`src/rtl/cyrillic_translit_name_filter_assert.svh`:
```
// ---------------------------------------------------------------------------
// assertion macros for the name filter
// concurrent checks that compile away when NO_ASSERTIONS is set
// ---------------------------------------------------------------------------
`ifndef CYRILLIC_TRANSLIT_NAME_FILTER_ASSERT_SVH
`define CYRILLIC_TRANSLIT_NAME_FILTER_ASSERT_SVH

`ifndef NO_ASSERTIONS

`define CTNF_ASSERT_ALWAYS(lbl, clk, rst, cond) \
   lbl: assert property (@(posedge clk) disable iff (rst) (cond)) \
      else $error("name filter check failed");

`define CTNF_ASSERT_SAME(lbl, clk, rst, ante, cons) \
   lbl: assert property (@(posedge clk) disable iff (rst) (ante) |-> (cons)) \
      else $error("name filter check failed");

`define CTNF_ASSERT_NEXT(lbl, clk, rst, ante, cons) \
   lbl: assert property (@(posedge clk) disable iff (rst) (ante) |=> (cons)) \
      else $error("name filter check failed");

`else

`define CTNF_ASSERT_ALWAYS(lbl, clk, rst, cond)
`define CTNF_ASSERT_SAME(lbl, clk, rst, ante, cons)
`define CTNF_ASSERT_NEXT(lbl, clk, rst, ante, cons)

`endif

`endif

```
`src/rtl/ctnf_pkg.sv`:
```
// ---------------------------------------------------------------------------
// ctnf_pkg
// types, codes and the cyrillic letter table of the name filter
// ---------------------------------------------------------------------------
package ctnf_pkg;

   // status on the end beat
   localparam logic [1:0] ST_OK      = 2'd0;
   localparam logic [1:0] ST_IN_LONG = 2'd1;
   localparam logic [1:0] ST_TRUNC   = 2'd2;

   // byte classes
   localparam logic [1:0] KIND_NONE   = 2'd0;
   localparam logic [1:0] KIND_LEAD   = 2'd1;
   localparam logic [1:0] KIND_USCORE = 2'd2;
   localparam logic [1:0] KIND_CHARS  = 2'd3;

   localparam logic [7:0] LEAD_D0    = 8'hD0;
   localparam logic [7:0] LEAD_D1    = 8'hD1;
   localparam logic [7:0] CHAR_USC   = 8'h5F;
   localparam logic [8:0] MAX_IN     = 9'd255;
   localparam logic [8:0] IN_SAT     = 9'd511;
   localparam int         UNIT_SLOTS = 6;

   // chars[3] is the first letter
   typedef struct packed {
      logic [2:0]      nchar;
      logic [3:0][7:0] chars;
   } letters_type;

   typedef struct packed {
      logic [1:0]      kind;
      logic [2:0]      nchar;
      logic [3:0][7:0] chars;
   } class_type;

   typedef struct packed {
      logic [7:0] out_byte;
      logic       is_end;
      logic [1:0] status;
   } slot_type;

   typedef struct packed {
      logic [2:0]                       cnt;
      slot_type [UNIT_SLOTS-1:0]        slots;
   } unit_type;

   function automatic letters_type lt(input logic [2:0] n, input logic [31:0] c);
      letters_type r;
      r.nchar = n;
      r.chars = c;
      return r;
   endfunction

   // alphabet order, yo last
   function automatic letters_type cyr_letters(input logic [5:0] idx);
      letters_type r;
      case (idx)
         6'd0:  r = lt(3'd1, {"a", 24'h0});
         6'd1:  r = lt(3'd1, {"b", 24'h0});
         6'd2:  r = lt(3'd1, {"v", 24'h0});
         6'd3:  r = lt(3'd1, {"g", 24'h0});
         6'd4:  r = lt(3'd1, {"d", 24'h0});
         6'd5:  r = lt(3'd1, {"e", 24'h0});
         6'd6:  r = lt(3'd2, {"zh", 16'h0});
         6'd7:  r = lt(3'd1, {"z", 24'h0});
         6'd8:  r = lt(3'd1, {"i", 24'h0});
         6'd9:  r = lt(3'd1, {"j", 24'h0});
         6'd10: r = lt(3'd1, {"k", 24'h0});
         6'd11: r = lt(3'd1, {"l", 24'h0});
         6'd12: r = lt(3'd1, {"m", 24'h0});
         6'd13: r = lt(3'd1, {"n", 24'h0});
         6'd14: r = lt(3'd1, {"o", 24'h0});
         6'd15: r = lt(3'd1, {"p", 24'h0});
         6'd16: r = lt(3'd1, {"r", 24'h0});
         6'd17: r = lt(3'd1, {"s", 24'h0});
         6'd18: r = lt(3'd1, {"t", 24'h0});
         6'd19: r = lt(3'd1, {"u", 24'h0});
         6'd20: r = lt(3'd1, {"f", 24'h0});
         6'd21: r = lt(3'd1, {"h", 24'h0});
         6'd22: r = lt(3'd1, {"c", 24'h0});
         6'd23: r = lt(3'd2, {"ch", 16'h0});
         6'd24: r = lt(3'd2, {"sh", 16'h0});
         6'd25: r = lt(3'd4, "shch");
         6'd26: r = lt(3'd0, 32'h0);
         6'd27: r = lt(3'd1, {"y", 24'h0});
         6'd28: r = lt(3'd0, 32'h0);
         6'd29: r = lt(3'd1, {"e", 24'h0});
         6'd30: r = lt(3'd2, {"iu", 16'h0});
         6'd31: r = lt(3'd2, {"ia", 16'h0});
         6'd32: r = lt(3'd2, {"io", 16'h0});
         default: r = lt(3'd0, 32'h0);
      endcase
      return r;
   endfunction

   // unknown pairs give no letters
   function automatic letters_type cyr_pair(input logic d1, input logic [7:0] b);
      letters_type r;
      r = lt(3'd0, 32'h0);
      if (!d1) begin
         if (b inside {[8'h90:8'hAF]}) r = cyr_letters({1'b0, 5'(b - 8'h90)});
         else if (b inside {[8'hB0:8'hBF]}) r = cyr_letters({2'b00, 4'(b - 8'hB0)});
         else if (b inside {8'h01, 8'h81}) r = cyr_letters(6'd32);
      end else begin
         if (b inside {[8'h80:8'h8F]}) r = cyr_letters({2'b01, 4'(b - 8'h80)});
         else if (b == 8'h91) r = cyr_letters(6'd32);
      end
      return r;
   endfunction

endpackage

```
`src/rtl/ctnf_if.sv`:
```
// ---------------------------------------------------------------------------
// ctnf channel interfaces
// valid/ready channels for string bytes in and characters out
// ---------------------------------------------------------------------------
interface ctnf_req_if;
   logic       valid;
   logic       ready;
   logic [7:0] in_byte;
   logic       is_last;

   modport source (output valid, output in_byte, output is_last, input ready);
   modport sink   (input valid, input in_byte, input is_last, output ready);
endinterface

interface ctnf_rsp_if;
   logic       valid;
   logic       ready;
   logic [7:0] out_byte;
   logic       is_end;
   logic [1:0] status;

   modport source (output valid, output out_byte, output is_end, output status,
                   input ready);
   modport sink   (input valid, input out_byte, input is_end, input status,
                   output ready);
endinterface

```
`src/rtl/cyrillic_translit_name_filter.sv`:
```
// path: an accepted byte goes through the input register, then the beat buffer, to the result port
// throughput: one byte per cycle while the result port is ready and each byte
//   gives at most one beat; else the input waits for the last beat to go out
// reset: synchronous, active high; clears all string state and empties both
//   the input register and the beat buffer
// ---------------------------------------------------------------------------
// cyrillic_translit_name_filter
// utf-8 to lowercase latin file-name filter with output length cap
// ---------------------------------------------------------------------------
`include "cyrillic_translit_name_filter_assert.svh"

module cyrillic_translit_name_filter
   import ctnf_pkg::*;
#(
   parameter int MAX_LEN = 255
)(
   input  logic       clock,
   input  logic       reset,
   ctnf_req_if.sink   req_ch,
   ctnf_rsp_if.source rsp_ch
);

   localparam int CNT_W = $clog2(MAX_LEN);
   localparam logic [CNT_W:0] MAX_LEN_V = (CNT_W+1)'(MAX_LEN);

   // input register
   logic       in_valid_ff, in_valid_in;
   logic [7:0] in_byte_ff, in_byte_in;
   logic       in_last_ff, in_last_in;

   // string state
   logic             lead_pending_ff, lead_pending_in;
   logic             lead_is_d1_ff, lead_is_d1_in;
   logic             us_pending_ff, us_pending_in;
   logic [CNT_W-1:0] out_count_ff, out_count_in;
   logic [8:0]       in_count_ff, in_count_in;
   logic             truncated_ff, truncated_in;

   class_type  cls;
   unit_type   unit;
   logic       ser_free;
   logic       move;
   logic       has_chars;
   logic       over;
   logic       emit_ok;
   logic [2:0] total;
   logic [2:0] nemit;
   logic [CNT_W:0] sum;
   logic [4:0][7:0] seq;
   logic [1:0] end_status;

   ctnf_classify u_classify (
      .in_byte      (in_byte_ff),
      .lead_pending (lead_pending_ff),
      .lead_is_d1   (lead_is_d1_ff),
      .cls          (cls)
   );

   assign move         = in_valid_ff && ser_free;
   assign req_ch.ready = !in_valid_ff || move;

   always_comb begin
      in_valid_in = in_valid_ff;
      in_byte_in  = in_byte_ff;
      in_last_in  = in_last_ff;
      if (req_ch.valid && req_ch.ready) begin
         in_valid_in = 1'b1;
         in_byte_in  = req_ch.in_byte;
         in_last_in  = req_ch.is_last;
      end else if (move) begin
         in_valid_in = 1'b0;
      end
   end

   // a letter group and an owed underscore go out together or not at all
   always_comb begin
      has_chars = (cls.kind == KIND_CHARS) && (cls.nchar != 3'd0) && !truncated_ff;
      total     = cls.nchar + {2'b00, us_pending_ff};
      sum       = {1'b0, out_count_ff} + (CNT_W+1)'(total);
      over      = (sum >= MAX_LEN_V);
      emit_ok   = has_chars && !over;
      nemit     = emit_ok ? total : 3'd0;
      seq[0]    = us_pending_ff ? CHAR_USC : cls.chars[3];
      for (int i = 1; i < 4; i++) begin
         seq[i] = us_pending_ff ? cls.chars[4-i] : cls.chars[3-i];
      end
      seq[4] = us_pending_ff ? cls.chars[0] : 8'h00;
   end

   always_comb begin
      in_count_in     = (in_count_ff == IN_SAT) ? in_count_ff : in_count_ff + 9'd1;
      lead_pending_in = lead_pending_ff;
      lead_is_d1_in   = lead_is_d1_ff;
      us_pending_in   = us_pending_ff;
      out_count_in    = out_count_ff;
      truncated_in    = truncated_ff || (has_chars && over);
      if (lead_pending_ff) begin
         lead_pending_in = 1'b0;
      end else if (cls.kind == KIND_LEAD) begin
         lead_pending_in = 1'b1;
         lead_is_d1_in   = (in_byte_ff == LEAD_D1);
      end
      if (cls.kind == KIND_USCORE) begin
         us_pending_in = 1'b1;
      end
      if (emit_ok) begin
         us_pending_in = 1'b0;
         out_count_in  = sum[CNT_W-1:0];
      end

      if (in_count_in > MAX_IN) end_status = ST_IN_LONG;
      else if (truncated_in) end_status = ST_TRUNC;
      else end_status = ST_OK;

      if (in_last_ff) begin
         lead_pending_in = 1'b0;
         lead_is_d1_in   = 1'b0;
         us_pending_in   = 1'b0;
         out_count_in    = '0;
         in_count_in     = 9'd0;
         truncated_in    = 1'b0;
      end
   end

   // unit: emitted characters, then the end beat when the byte is the last
   always_comb begin
      unit.cnt = nemit + {2'b00, in_last_ff};
      for (int p = 0; p < UNIT_SLOTS; p++) begin
         if (p < 5 && 3'(p) < nemit) begin
            unit.slots[p].out_byte = seq[p];
            unit.slots[p].is_end   = 1'b0;
            unit.slots[p].status   = ST_OK;
         end else begin
            unit.slots[p].out_byte = 8'h00;
            unit.slots[p].is_end   = 1'b1;
            unit.slots[p].status   = end_status;
         end
      end
   end

   ctnf_serializer u_serializer (
      .clock  (clock),
      .reset  (reset),
      .load   (move),
      .unit   (unit),
      .free   (ser_free),
      .rsp_ch (rsp_ch)
   );

   always_ff @(posedge clock) begin
      if (reset) begin
         in_valid_ff     <= 1'b0;
         lead_pending_ff <= 1'b0;
         lead_is_d1_ff   <= 1'b0;
         us_pending_ff   <= 1'b0;
         out_count_ff    <= '0;
         in_count_ff     <= 9'd0;
         truncated_ff    <= 1'b0;
      end else begin
         in_valid_ff <= in_valid_in;
         if (move) begin
            lead_pending_ff <= lead_pending_in;
            lead_is_d1_ff   <= lead_is_d1_in;
            us_pending_ff   <= us_pending_in;
            out_count_ff    <= out_count_in;
            in_count_ff     <= in_count_in;
            truncated_ff    <= truncated_in;
         end
      end
      in_byte_ff <= in_byte_in;
      in_last_ff <= in_last_in;
   end

   `CTNF_ASSERT_ALWAYS(a_count_below_cap, clock, reset,
                       {1'b0, out_count_ff} < MAX_LEN_V)
   `CTNF_ASSERT_NEXT(a_pair_consumed, clock, reset, move && lead_pending_ff,
                     !lead_pending_ff)
   `CTNF_ASSERT_NEXT(a_clear_at_end, clock, reset, move && in_last_ff,
                     out_count_ff == '0 && !truncated_ff && in_count_ff == 9'd0)
   `CTNF_ASSERT_NEXT(a_hold_when_stalled, clock, reset, in_valid_ff && !move,
                     in_valid_ff && $stable(in_byte_ff))

endmodule

```
`src/rtl/ctnf_classify.sv`:
```
// ---------------------------------------------------------------------------
// ctnf_classify
// sorts one byte into lead, underscore or a group of output letters
// ---------------------------------------------------------------------------
module ctnf_classify
   import ctnf_pkg::*;
(
   input  logic [7:0] in_byte,
   input  logic       lead_pending,
   input  logic       lead_is_d1,
   output class_type  cls
);

   letters_type pair;

   always_comb begin
      pair = cyr_pair(lead_is_d1, in_byte);
      cls.kind  = KIND_NONE;
      cls.nchar = 3'd0;
      cls.chars = '0;
      if (lead_pending) begin
         cls.kind  = KIND_CHARS;
         cls.nchar = pair.nchar;
         cls.chars = pair.chars;
      end else if (in_byte == LEAD_D0 || in_byte == LEAD_D1) begin
         cls.kind = KIND_LEAD;
      end else if (in_byte inside {[8'h30:8'h39], [8'h61:8'h7A], 8'h2E}) begin
         cls.kind     = KIND_CHARS;
         cls.nchar    = 3'd1;
         cls.chars[3] = in_byte;
      end else if (in_byte inside {[8'h41:8'h5A]}) begin
         cls.kind     = KIND_CHARS;
         cls.nchar    = 3'd1;
         cls.chars[3] = in_byte + 8'd32;
      end else begin
         cls.kind = KIND_USCORE;
      end
   end

endmodule

```
`src/rtl/ctnf_serializer.sv`:
```
// ---------------------------------------------------------------------------
// ctnf_serializer
// holds one unit of up to six result beats and sends them one per cycle while the result port is ready
// ---------------------------------------------------------------------------
`include "cyrillic_translit_name_filter_assert.svh"

module ctnf_serializer
   import ctnf_pkg::*;
(
   input  logic        clock,
   input  logic        reset,
   input  logic        load,
   input  unit_type    unit,
   output logic        free,
   ctnf_rsp_if.source  rsp_ch
);

   logic [2:0]                cnt_ff, cnt_in;
   slot_type [UNIT_SLOTS-1:0] slots_ff, slots_in;
   logic                      take;

   assign take = rsp_ch.valid && rsp_ch.ready;
   assign free = (cnt_ff == 3'd0) || (cnt_ff == 3'd1 && take);

   assign rsp_ch.valid    = (cnt_ff != 3'd0);
   assign rsp_ch.out_byte = slots_ff[0].out_byte;
   assign rsp_ch.is_end   = slots_ff[0].is_end;
   assign rsp_ch.status   = slots_ff[0].status;

   always_comb begin
      cnt_in   = cnt_ff;
      slots_in = slots_ff;
      if (load) begin
         cnt_in   = unit.cnt;
         slots_in = unit.slots;
      end else if (take) begin
         cnt_in = cnt_ff - 3'd1;
         for (int i = 0; i < UNIT_SLOTS - 1; i++) begin
            slots_in[i] = slots_ff[i+1];
         end
      end
   end

   always_ff @(posedge clock) begin
      if (reset) begin
         cnt_ff <= 3'd0;
      end else begin
         cnt_ff <= cnt_in;
      end
      slots_ff <= slots_in;
   end

   `CTNF_ASSERT_ALWAYS(a_cnt_range, clock, reset, cnt_ff <= 3'(UNIT_SLOTS))
   `CTNF_ASSERT_SAME(a_load_when_free, clock, reset, load, free)
   `CTNF_ASSERT_NEXT(a_drain_step, clock, reset, cnt_ff > 3'd1 && take,
                     cnt_ff == $past(cnt_ff) - 3'd1)

endmodule
```
`src/flat_wrapper.sv`:
```
// flat-port wrapper written by rule: the top's interface ports become plain ports
module cyrillic_translit_name_filter_flat import ctnf_pkg::*;
#(
   parameter int MAX_LEN = 255
)
  (clock, reset, req_ch_valid, req_ch_in_byte, req_ch_is_last, req_ch_ready, rsp_ch_valid, rsp_ch_out_byte, rsp_ch_is_end, rsp_ch_status, rsp_ch_ready);
  ctnf_req_if req_ch_i ();
  ctnf_rsp_if rsp_ch_i ();
  input  logic clock;
  input  logic reset;
  input wire logic [$bits(req_ch_i.valid)-1:0] req_ch_valid;
  input wire logic [$bits(req_ch_i.in_byte)-1:0] req_ch_in_byte;
  input wire logic [$bits(req_ch_i.is_last)-1:0] req_ch_is_last;
  output wire logic [$bits(req_ch_i.ready)-1:0] req_ch_ready;
  output wire logic [$bits(rsp_ch_i.valid)-1:0] rsp_ch_valid;
  output wire logic [$bits(rsp_ch_i.out_byte)-1:0] rsp_ch_out_byte;
  output wire logic [$bits(rsp_ch_i.is_end)-1:0] rsp_ch_is_end;
  output wire logic [$bits(rsp_ch_i.status)-1:0] rsp_ch_status;
  input wire logic [$bits(rsp_ch_i.ready)-1:0] rsp_ch_ready;
  assign req_ch_i.valid = req_ch_valid;
  assign req_ch_i.in_byte = req_ch_in_byte;
  assign req_ch_i.is_last = req_ch_is_last;
  assign req_ch_ready = req_ch_i.ready;
  assign rsp_ch_valid = rsp_ch_i.valid;
  assign rsp_ch_out_byte = rsp_ch_i.out_byte;
  assign rsp_ch_is_end = rsp_ch_i.is_end;
  assign rsp_ch_status = rsp_ch_i.status;
  assign rsp_ch_i.ready = rsp_ch_ready;
  cyrillic_translit_name_filter #(.MAX_LEN(MAX_LEN)) u_core (.clock(clock), .reset(reset), .req_ch(req_ch_i), .rsp_ch(rsp_ch_i));
endmodule
```
`config.mk`:
```
export PLATFORM = sky130hd
export DESIGN_NAME = cyrillic_translit_name_filter_flat
export DESIGN_NICKNAME = d
export VERILOG_FILES = /design/src/rtl/ctnf_pkg.sv /design/src/rtl/ctnf_if.sv /design/src/rtl/cyrillic_translit_name_filter.sv /design/src/rtl/ctnf_classify.sv /design/src/rtl/ctnf_serializer.sv /design/src/flat_wrapper.sv
export VERILOG_INCLUDE_DIRS = /design/src /design/src/rtl
export SDC_FILE = /design/constraint.sdc
export NUM_CORES = 1
export LEC_CHECK = 0
export BUFFER_PORTS_ARGS = -buffer_cell sky130_fd_sc_hd__buf_2
export CORE_ASPECT_RATIO = 0.6
export CORE_MARGIN = 2
export CORE_UTILIZATION = 30
export DETAILED_ROUTE_END_ITERATION = 16
export GPL_TIMING_DRIVEN = 0
export RECOVER_POWER = 50
export SLEW_MARGIN = 20
export SYNTH_ARGS = -nofsm -noshare
export SYNTH_HDL_FRONTEND = slang
export SYNTH_SLANG_ARGS = --single-unit
```
`constraint.sdc`:
```
create_clock -name clock -period 7.35 [get_ports clock]
set_input_delay 2.205 -clock clock [delete_from_list [all_inputs] [get_ports clock]]
set_output_delay 2.205 -clock clock [all_outputs]
set_load 0.01 [all_outputs]
```
==> Yosys cells after proc, flatten, opt, wreduce, memory -nomap -nowiden <==
Memories as Yosys holds them, arrays and structs flattened.
Cells that the tools add are included.
{ "word_totals": {"reg_bits": 91, "mem_bits_ro": 896, "memories": 2} }
{ "classes": {"magnitude_cmp": 19, "add_sub_neg": 9, "n_mux": 47, "eq_ne": 27, "reduce_logical": 36} }
{ "mem_list": {"columns": ["memory", "depth", "width", "rd", "rd_clocked_by_memory_dff", "write_ports", "line_no", "text"], "rows": [
  ["(name not given)", 32, 23, 1, 0, 0, "ctnf_pkg.sv:58", "case (idx)"],
  ["(name not given)", 16, 10, 1, 0, 0, "ctnf_pkg.sv:58", null]
]} }
{ "ops": {"columns": ["operator", "n"], "rows": [
  ["$pmux W35 S15", 1],
  ["$mux W35", 4],
  ["$mux W55", 2],
  ["$mux W34", 2],
  ["$mux W11", 6],
  ["$mux W8", 7],
  ["$eq A4 B4 Y1 const B", 8],
  ["$eq A8 B8 Y1 const B", 4],
  ["$mux W9", 3],
  ["$ge A8 B8 Y1 const B", 3],
  ["$le A8 B8 Y1 const B", 3],
  ["$mux W24", 1],
  ["$eq A4 B3 Y1 const B", 4],
  ["$ge A8 B7 Y1 const B", 2],
  ["$le A8 B7 Y1 const B", 2],
  ["$logic_and A1 B1 Y1", 14],
  ["$mux W1", 13],
  ["$mux W13", 1],
  ["$mux W12", 1],
  ["$reduce_bool A3 Y1", 4],
  ["$reduce_bool A2 Y1", 5],
  ["$add A8 B3 Y9", 1],
  ["$add A9 B1 Y9 const B", 1],
  ["$eq A9 B9 Y1 const B", 1],
  ["29 further kinds", 45]
]} }

==> Longest topological paths before layout <==
{ "logic_depth": {"word_depth": 16, "ltp_mapped": 25, "mapped_depth_nobuf": 22} }

==> Hierarchy <==
Synthesis repeated with hierarchy kept, for this count alone.
{ "hier_totals": {"cells_unflattened": 672, "area_unflattened_um2": 6722.7} }
{ "by_module_without_submodules": {"columns": ["module", "area_each_um2", "instances", "seq_area_each_um2", "cells_per_inst"], "rows": [
  ["ctnf_serializer", 2947.8, 1, 2042.0, 164],
  ["cyrillic_translit_name_filter", 2265.9, 1, 710.7, 281],
  ["ctnf_classify", 1508.9, 1, 0.0, 227]
]} }

==> Least setup slack after synthesis <==
OpenSTA, ideal clock, no wires.
{ "synth_timing": {"path_kind": "flip-flop to flip-flop", "start": "register u_core.in_byte_ff[1]", "end": "register u_core.u_serializer.cnt_ff[2]", "arrival_time_ps": 5550, "path_buffers": 2, "stages_incl_launch_ff": 25, "path_slack_ps": 1680, "path_cell_list": "edfxtp_1 buf_2 inv_1 ha_1 or4b_2 o22ai_1 a221o_1 and3_4 nor2_1 ha_1 ha_1 xor2_1 inv_1 ha_1 or2_2 a311oi_1 o21ai_0 a21oi_1 nor3_2 buf_2 and3_1 ha_1 ha_1 o31a_1 o31a_1"} }
{ "synth_between": {"elab_chain_cells": 15, "elab_cells_between_ends": 74, "classes_between": "add/sub: 6; order compare: 13; eq/ne: 22; mux: 15; reduce/logical: 16; memory: 2"} }
{ "synth_lines": {"columns": ["element", "line_no", "text"], "rows": [
  ["start: declaration", "cyrillic_translit_name_filter.sv:28", "logic [7:0] in_byte_ff, in_byte_in;"],
  ["start signal: assignment", "cyrillic_translit_name_filter.sv:170", "in_byte_ff <= in_byte_in;"],
  ["$sub A4 B1 Y4 (tied with other cells)", "ctnf_pkg.sv:103, ctnf_pkg.sv:106", null],
  ["$eq A4 B4 Y1 / $reduce_bool A2 Y1 (equally long branches)", "ctnf_pkg.sv:58, ctnf_pkg.sv:104", null],
  ["$reduce_or A2 Y1 (no line) / $mux W34 (equally long branches)", null, null],
  ["$pmux W35 S15 / $mux W35 (equally long branches)", "ctnf_pkg.sv:58, ctnf_pkg.sv:103", null],
  ["$mux W35, on equally long branches", "ctnf_pkg.sv:106, ctnf_pkg.sv:102", null],
  ["$mux W35", "ctnf_pkg.sv:101", "if (!d1) begin"],
  ["$mux W13 (*)", "ctnf_classify.sv:21", "if (lead_pending) begin"],
  ["$add A3 B1 Y3", "cyrillic_translit_name_filter.sv:78", "total = cls.nchar + {2'b00, us_pending_ff};"],
  ["$add A8 B3 Y9", "cyrillic_translit_name_filter.sv:79", "sum = {1'b0, out_count_ff} + (CNT_W+1)'(total);"],
  ["$ge A9 B8 Y1", "cyrillic_translit_name_filter.sv:80", "over = (sum >= MAX_LEN_V);"],
  ["$logic_not A1 Y1", "cyrillic_translit_name_filter.sv:81", "emit_ok = has_chars && !over;"],
  ["$logic_and A1 B1 Y1", "cyrillic_translit_name_filter.sv:81", null],
  ["$mux W3 (*)", "cyrillic_translit_name_filter.sv:82", "nemit = emit_ok ? total : 3'd0;"],
  ["$add A3 B1 Y3 (*)", "cyrillic_translit_name_filter.sv:127", "unit.cnt = nemit + {2'b00, in_last_ff};"],
  ["$mux W3 (*)", "ctnf_serializer.sv:33", "if (load) begin"],
  ["end signal: assignment", "ctnf_serializer.sv:48", "cnt_ff <= cnt_in;"],
  ["end: declaration", "ctnf_serializer.sv:18", "logic [2:0] cnt_ff, cnt_in;"]
]} }
Mark *: on every way between the ends. The rest lies on a longest branch, timed or not. The select of a mux whose other input is x is not followed.
A chain may end at the register's enable or synchronous reset.

==> Worst setup path after layout <==
Same ends and word-level chain as after synthesis.

==> impl_metrics.tcl <==
set metrics [dict create \
    synth.net_count 698 \
    cp-end-kind "register" \
    synth_top_cell_by_area "edfxtp_1" \
    netlist_area_sq_um 5816 \
    synth_area_leaders "edfxtp_1, dfxtp_1, ha_1" \
    antenna_cells 0 \
    cts.path.max_buffers 2 \
    finalHoldViolCount 0 \
    synth_top_area_share 0.2685 \
    power.total_mw 1.836 \
    ctsResizeCount 0 \
    placed_area_sq_um 6266 \
    setup_viol 0 \
    die_h_um 111.9 \
    grt_usage 0.1818 \
    hold_buffers 0 \
    finalCritPeriodShare 0.9265 \
    powerDensity_nw_per_um2 280.7 \
    drtPass1Iterations 5 \
    fin_area_sq_um 6540 \
    gp_congestion 0.9341 \
    synth_edf_count 52 \
    core-area_sq_um 19030 \
    seq_area_sq_um 2202 \
    grt_start_max_net_pins 31 \
    finalClockSkew_ns 0.01280 \
    post-cts-setup-buffers 0 \
    syn2layout_area_growth_pct 12.46 \
    setup_tns_ns 0 \
    grt_pass1_wl_um 28650 \
    synth_top_family_by_area "compound AO/OA/AOI/OAI gates" \
    first_global_vias 4835 \
    cts_made_buffers 9 \
    antenna_found_initial 0 \
    fin_crit_ns 6.810 \
    synthMuxAreaShare 0.02732 \
    die-width_um 183.7 \
    drive_gt1_frac 0.1250 \
    synth-simple-area-share 0.2156 \
    cp_max_fo 10 \
    yosysSeqAreaShare 0.3787 \
    ys_types 79 \
    htreeDepth 3 \
    slew_headroom -0.03797 \
    cap_violations 1 \
    vias 5281 \
    first_iter_violations 675 \
    tritoncts "done" \
    synthXorXnorAreaFrac 0.01506 \
    wl_per_cell_um 18.98 \
    fillers 2002 \
    drc 0 \
    worst_hold_slack_ns 0.4958 \
    ir_drop_v 0.0001399 \
    p_leak_nw 2.342 \
    cts_num_sinks 84 \
    ys_warn_count 0 \
    final_nets 734 \
    required_ns 7.59 \
    status "finished, violations left" \
    dieArea_sq_um 20550 \
    crit_type "reg -> reg" \
    cp.arrival_ns 7.05 \
    io_pins 26 \
    synth-compound-area-share 0.2349 \
    tightest_slew_ns 1.557 \
    violations "max-capacitance violations, max-slew violations" \
    synthCells 655 \
    synthFlopType "edfxtp_1" \
    layout.cells.non_filler 942 \
    clock-root-buffer "clkbuf_16" \
    holdCritPathClass "reg -> reg" \
    slew_viol_final 31 \
    avgSynthCellArea_sq_um 8.879 \
    fmax_ghz 0.1468 \
    overflow 0 \
    async_reset_ff_frac 0 \
    synthAdderAreaFrac 0.06583 \
    routed_wl_um 17880 \
    clk_pin_slew_worst_paths_ns 0.07 \
    io_buffers 24 \
    multi_input_area_sq_um 3257 \
    viasPerCell 5.606 \
    startpoint_type "register" \
    ys_ff_latch 84 \
    dp.cells 926 \
    rows 39 \
    rsz0062_at_grt "no" \
    clk_latency_ns 0.36 \
    drtAntennaViolNets 0 \
    dp_hpwl_um 13350 \
    start_util 0.3056 \
]
## report_power, final
group | switching [mW] | leakage (nW) | internal [mW]
sequential | 0.0454 | 0.750 | 0.681
clock | 0.213 | 0.149 | 0.269
combinational | 0.414 | 1.44 | 0.214
## critical path: stages (launching register included)
cell      delay, ns
edfxtp_1       0.48
buf_2          0.32
inv_1          0.19
ha_1           0.22
buf_2          0.19
or2_2          0.39
a311oi_1       0.40
a221o_1        0.33
and3_4         0.25
nor2_1         0.05
ha_1           0.19
ha_1           0.22
xor2_2         0.41
inv_1          0.21
ha_1           0.35
or2_2          0.31
a311oi_1       0.26
o21ai_0        0.12
a21oi_1        0.41
nor3_2         0.17
buf_2          0.24
and3_1         0.21
ha_1           0.18
ha_1           0.20
o31a_1         0.11
o31a_1         0.28
## cell families after synthesis
| kind of cell | Yosys count |
|---|---|
| compound gates | 196 |
| mux | 15 |
| buf+inv | 81 |
| simple gates | 239 |
| xor+xnor | 10 |
| flops | 84 |
| fa+ha+maj | 30 |
## final timing paths
kind         slack, ns                          startpoint                                          to  depth (start not counted)
min               0.50  u_core.in_count_ff[6]$_SDFFE_PP0P_          u_core.in_count_ff[6]$_SDFFE_PP0P_                          2
max               0.54      u_core.in_byte_ff[1]$_DFFE_PP_  u_core.u_serializer.cnt_ff[2]$_SDFFE_PP0P_                         25
max reg2reg       0.54      u_core.in_byte_ff[1]$_DFFE_PP_  u_core.u_serializer.cnt_ff[2]$_SDFFE_PP0P_                         25
min reg2reg       0.50  u_core.in_count_ff[6]$_SDFFE_PP0P_          u_core.in_count_ff[6]$_SDFFE_PP0P_                          2
## synthesized netlist by cell type (all sizes together), types with 6 or more instances
library cell	count
nand2	60
edfxtp	52
nor2	51
o21ai	46
a21oi	38
buf	33
dfxtp	32
ha	29
nand3	26
inv	24
clkbuf	22
nor2b	19
nor3	16
a22o	11
a31oi	10
o211ai	10
and3	9
nand4	9
a211oi	8
mux2i	8
o31ai	8
mux2	7
nand2b	7
o311ai	7
or2	7
xor2	7
a32oi	6
and2	6
nor4	6
## layout by cell type, fill, tap and decap left out, drive strengths merged, types with 7 or more instances in the layout
master	Yosys	layout
o21ai	46	46
o311ai	7	7
edfxtp	52	52
a31oi	10	10
nor3	16	16
o31ai	8	8
o211ai	10	10
nor2	51	51
ha	29	29
nand2	60	60
xor2	7	7
clkbuf	22	50
nand4	9	9
mux2	7	7
inv	24	28
nor2b	19	19
a211oi	8	8
nand3	26	26
and3	9	9
nand2b	7	7
mux2i	8	8
a22o	11	11
or2	7	7
dfxtp	32	32
a21oi	38	38
buf	33	39
## through the flow
step	setup WS, ns	utilization
after floorplan	1.680	-
after global placement	0.5701	0.3281
after detailed placement	0.5528	0.3293
after CTS	0.4692	0.3453
after global routing	0.1155	0.3437
final	0.5400	0.3437
## area by class of cell
class / instances / share of cell area
well taps: 246 / 0.04706
clock buffers: 9 / 0.03444
flip-flops and latches: 84 / 0.3367
inverters: 26 / 0.01492
multi-input cells: 490 / 0.4980
repair buffers: 25 / 0.01588
clock inverters: 7 / 0.01224
plain buffers: 55 / 0.04075
## routing by layer
metal | global-route usage | routed length, um | vias up
met5 | 0 | 0 | -
met4 | 0.03093 | 125 | 0
met3 | 0.06673 | 2001 | 18
met2 | 0.2068 | 6139 | 249
met1 | 0.3064 | 9613 | 2490
li1 | - | - | 2524
## state kept, by name, summed over array words and instances, names as in the netlist, 2 cells and up, named ones only
name and count:
u_core.u_serializer.rsp_ch.status 2, u_core.u_serializer.rsp_ch.out_byte 8, u_core.u_serializer.cnt_ff 3, u_core.out_count_ff 8
u_core.in_byte_ff 8, u_core.u_serializer.slots_ff 32, u_core.in_count_ff 9
Note: power is estimated with default switching activity, not from simulation.
